File: src/hdl/sts_ram.sv
// ----------------------------------------------------------------------------
// sts_ram
// Generic single-write, single-read RAM with a registered read port.
// ----------------------------------------------------------------------------
module sts_ram #(
    parameter int WIDTH = 8,
    parameter int DEPTH = 16
) (
    input  logic                     clk,
    input  logic                     we,
    input  logic [$clog2(DEPTH)-1:0] waddr,
    input  logic [WIDTH-1:0]         wdata,
    input  logic                     re,
    input  logic [$clog2(DEPTH)-1:0] raddr,
    output logic [WIDTH-1:0]         rdata
);

    logic [WIDTH-1:0] mem [DEPTH];
    logic [WIDTH-1:0] rdata_reg;

    always_ff @(posedge clk)
    begin
        if (we)
        begin
            mem[waddr] <= wdata;
        end
        // hold read data while no read is issued
        if (re)
        begin
            rdata_reg <= mem[raddr];
        end
    end

    assign rdata = rdata_reg;

endmodule

File: config.mk
export PLATFORM = sky130hd
export DESIGN_NAME = sts_ram
export DESIGN_NICKNAME = d
export VERILOG_FILES = /design/src/hdl/sts_ram.sv
export SDC_FILE = /design/constraint.sdc
export NUM_CORES = 1
export LEC_CHECK = 0
export BUFFER_PORTS_ARGS = -buffer_cell sky130_fd_sc_hd__buf_4
export CAP_MARGIN = 20
export CORE_MARGIN = 5
export CORE_UTILIZATION = 30
export CTS_BUF_LIST = sky130_fd_sc_hd__clkbuf_16
export DETAILED_ROUTE_END_ITERATION = 10
export GPL_TIMING_DRIVEN = 0
export PLACE_DENSITY = 0.43
export SLEW_MARGIN = 25
export SYNTH_ARGS = -nofsm -noshare
export SYNTH_HDL_FRONTEND = slang
export SYNTH_SLANG_ARGS = --single-unit
export TNS_END_PERCENT = 50
File: constraint.sdc
create_clock -name clk -period 1.5 [get_ports clk]
set_input_delay 0.075 -clock clk [delete_from_list [all_inputs] [get_ports clk]]
set_output_delay 0.075 -clock clk [all_outputs]
set_load 0.03 [all_outputs]
* Word-level counts from Yosys, hierarchy flattened
Memories as Yosys holds them, arrays and structs flattened. A register that Yosys moved wholly into a read port is not among the register bits.
Index checks and enable logic that the tools add are counted.
** Storage, ports and cells
- Memories :: 1
- RAM bits :: 128
- Output and inout port bits :: 8
- Register bits :: 0
** Memory list
- mem :: depth 16, bits a word 8, read ports 1, clocked after memory_dff 1, write ports 1, RTL line 18 : logic [WIDTH-1:0] mem [DEPTH];
** Operators by class
- Mux-type cells :: 2
** Operator list (number)
- 2-to-1 mux 1 bit :: 2

* Logic depth before layout (Yosys ltp)
- Depth after elaboration :: 2
- Depth in mapped cells :: 5
- Depth with buffers taken out :: 3

* Worst setup path before layout
Ideal clock, no wire load.
- Path type :: input-to-reg
- Start :: input port waddr[2]
- End :: memory mem[0][0] (enable)
- Stages :: 2
- Buffers on the path :: 0
- Arrival :: 1.185 ns
- Slack :: -0.068 ns
- Data required time :: 1.117 ns
- Cells stage by stage :: or3b_2 -> nor3_1
** RTL lines
- start, declared :: RTL line 11 : input logic [$clog2(DEPTH)-1:0] waddr,
- end, declared :: RTL line 18
No word-level cell before the write port.

==> implementation parameters <==
Parameter                              Value

Timing
  Final Cycle Share ... 0.9950
  Min cycle time layout ... 1.492 ns
  Achievable frequency ... 0.6700 GHz
  Number of failing hold endpoints at the final stage ... 0
  Unrepaired setup endpoints after global routing ... yes
  Total count of max-transition violations in the final report ... 0
  Setup violation total in the final timing report ... 0
  Fin Setup TNS ... 0 ns
  Worst clock skew ... 0.003649 ns
  Transition time at the pin with the least slew margin ... 0.8385 ns
  Worst slew margin relative to its limit ... 0.4390

Finish
  Flip-flop count of the largest register, all copies and words added ... 128
  Fraction of final layout cells with drive strength greater than 1 ... 0.2951
  Most used cells in the layout excluding fill and tap cells ... 136 x edfxtp_1, 26 x buf_4, 19 x mux4_2
  Most common cell after layout, fill and taps aside ... edfxtp_1
  Relative area change from synthesis to final layout ... 20.44%
  NumNets Final ... 297
  Antenna diodes ... 0

Floorplan
  Die extent in x ... 142.0 um
  Chip Height ... 142.0 um
  Starting density of the core ... 0.3043
  Boundary pin count ... 27
  Cell row count ... 48
  Core Footprint ... 17180 um^2
  Die Area ... 20170 um^2

Logic synthesis
  Cell count after synthesis ... 229
  Async set or reset register ratio after synthesis ... 0
  Fraction of the yosys area taken by sequential cells ... 0.7812
  Combined area of all synthesized cells ... 5228 um^2
  Dominant cell type by area after synthesis ... edfxtp_1
  Number of flops mapped to enable cells by yosys ... 136
  Number of distinct library cells after synthesis ... 18
  Synthesized area per cell ... 22.83 um^2
  Number of warnings reported in the yosys synthesis log ... 0
  Syn nets ... 248
  Cell types occupying the most area after synthesis ... edfxtp_1 78%, mux4_2 7.8%, mux4_1 7.0%, a22oi_1 2.3%, nor2_1 0.93%
  Top flip-flop cell by instance count after synthesis ... edfxtp_1
  Area share of the largest cell type after synthesis ... 0.7812
  Number of synthesized register bits ... 136

Clock network
  Root cell of the clock tree ... clkbuf_16
  Later-pin clock latency in the skew report ... 0.41 ns
  Clock transition at the registers of the reported paths ... 0.05 ns
  Number of clock sinks seen by CTS ... 136
  TritonCTS clock tree ... done
  Number of levels the H-tree was split into ... 4
  Total CTS buffers ... 17
  Max Root-Sink Buffers ... 2

Worst setup path
  Data arrival time of the critical path ... 1.64 ns
  Crit path required time ... 1.65 ns
  Reg2reg path depth ... 3
  CP Class ... flop to flop
  Startpoint type of the worst setup path ... flop
  Maximum cell stage delay along the critical path ... 0.52 ns
  Critical Path Sink Type ... flop
  Cell-by-cell trace of the critical path ... mux4_2 > a22oi_1 > nand2_1
  Slowest cell on the critical path ... mux4_2
  Worst-path fanout max ... 1

Placement
  Buffers on Ports ... 25
  Routability congestion estimate ... 0.6765
  Detailed-placement wirelength estimate ... 6937 um

Job
  Number of violations of the max-capacitance limit ... 0

Drt
  Mean number of vias per cell ... 4.565
  Routed WL per cell ... 21.10 um
  DR iter-0 viols ... 229
  First-pass detailed-route iteration total ... 4
  Total via count after detailed routing ... 2342
  DRC violation count after routing ... 0
  Remaining number of nets flagged by the antenna check after routing ... 0
  Overall routed net length ... 10830 um

GRT
  Pin count of the biggest net entering global routing ... 17
  GRT overflow ... 0
  Global-route wire length before repair ... 15700 um
  Number of global-route vias before repair ... 2385
  Number of antenna violations at the first check in global routing ... 0
  Overall track demand over capacity in global routing ... 0.1133

Power
  Worst-case vdd ir drop ... 0.0007798 V
  Pwr Total ... 8.326 mW
  Total power density per cell area ... 1322 nW/um^2
  P_leak ... 2.053 nW

Worst hold path
  Hold Crit Depth ... 1
  Path type of the worst min-delay path ... input port to flop

Outcome
  Run status ... completed
-- worst max-delay path, delay by kind of cell, from the launching register on --
kind,cells,cell delay (ns)
flops,1,0.37
simple gates,1,0.12
compound gates,1,0.22
mux,1,0.52
-- synthesized netlist by cell type (2+ instances only) --
master,number
a22oi_1,16
buf_2,3
buf_6,3
clkdlybuf4s25_2,3
edfxtp_1,136
mux4_1,14
mux4_2,18
nand2_1,9
nand2b_1,2
nand3b_1,2
nor2_1,13
nor3_1,4
-- routing by layer --
metal / global-route usage / part of all wire
met4: 0.04545 / 0.018
met1: 0.1513 / 0.47
met2: 0.1747 / 0.48
met3: 0.03360 / 0.037
met5: 0 / 0
-- cell families after synthesis --
| family | after synthesis | synth area share |
|---|---|---|
| AOI/OAI and AO/OA | 16 | 0.02298 |
| buffers and inverters | 10 | 0.01651 |
| DFF | 136 | 0.7812 |
| muxes | 32 | 0.1479 |
| and+or+nand+nor | 35 | 0.03136 |
-- layout make-up --
cell class / instances / area [um^2]
Fill cell: 1616 / 10880
Sequential cell: 136 / 4084
Multi-Input combinational cell: 83 / 1109
Clock buffer: 17 / 425.4
Tap cell: 225 / 281.5
Timing Repair Buffer: 30 / 237.7
Buffer: 10 / 86.33
Clock inverter: 12 / 72.57
-- stage by stage --
| step | setup slack (ns) | hold WS [ns] | util | area (um^2) | std cells |
|---|---|---|---|---|---|
| final | 0.007566 | 0.01166 | 0.3666 | 6296 | 513 |
| after global routing | -0.04417 | 0.009386 | 0.3666 | 6296 | 513 |
| after CTS | 0.0001829 | 0.001640 | 0.3665 | 6295 | 513 |
| after detailed placement | -0.3288 | 0.3583 | 0.3328 | 5717 | 479 |
| after global placement | -0.5198 | 0.3557 | 0.3319 | 5702 | 479 |
| after floorplan | 0.1426 | 0.1739 | - | 5233 | 229 |
-- path summary, 6_finish.rpt --
check        slack (ns)                 start                  end
min                0.01              wdata[1]  mem[9][1]$_DFFE_PP_
min reg2reg        0.75  mem[11][4]$_DFFE_PP_   rdata[4]$_DFFE_PP_
max reg2reg       0.008   mem[7][6]$_DFFE_PP_   rdata[6]$_DFFE_PP_
max               0.008   mem[7][6]$_DFFE_PP_   rdata[6]$_DFFE_PP_
-- where the power goes --
part / internal (mW) / switching (mW) / leakage [nW] / total [mW]
Clock: 2.18 / 1.35 / 0.254 / 3.53
Combinational: 0.204 / 0.291 / 0.563 / 0.495
Sequential: 4.29 / 0.0172 / 1.24 / 4.30
Total: 6.67 / 1.66 / 2.05 / 8.33
-- timing repair --
item	CTS	global route
setup endpoints to repair	6	6
endpoints found under the hold margin	64	0
resized for setup	6	2
pin swaps	2	1
buffers inserted	0	0
hold buffers	5	0
Note: power is estimated with default switching activity, not from simulation.
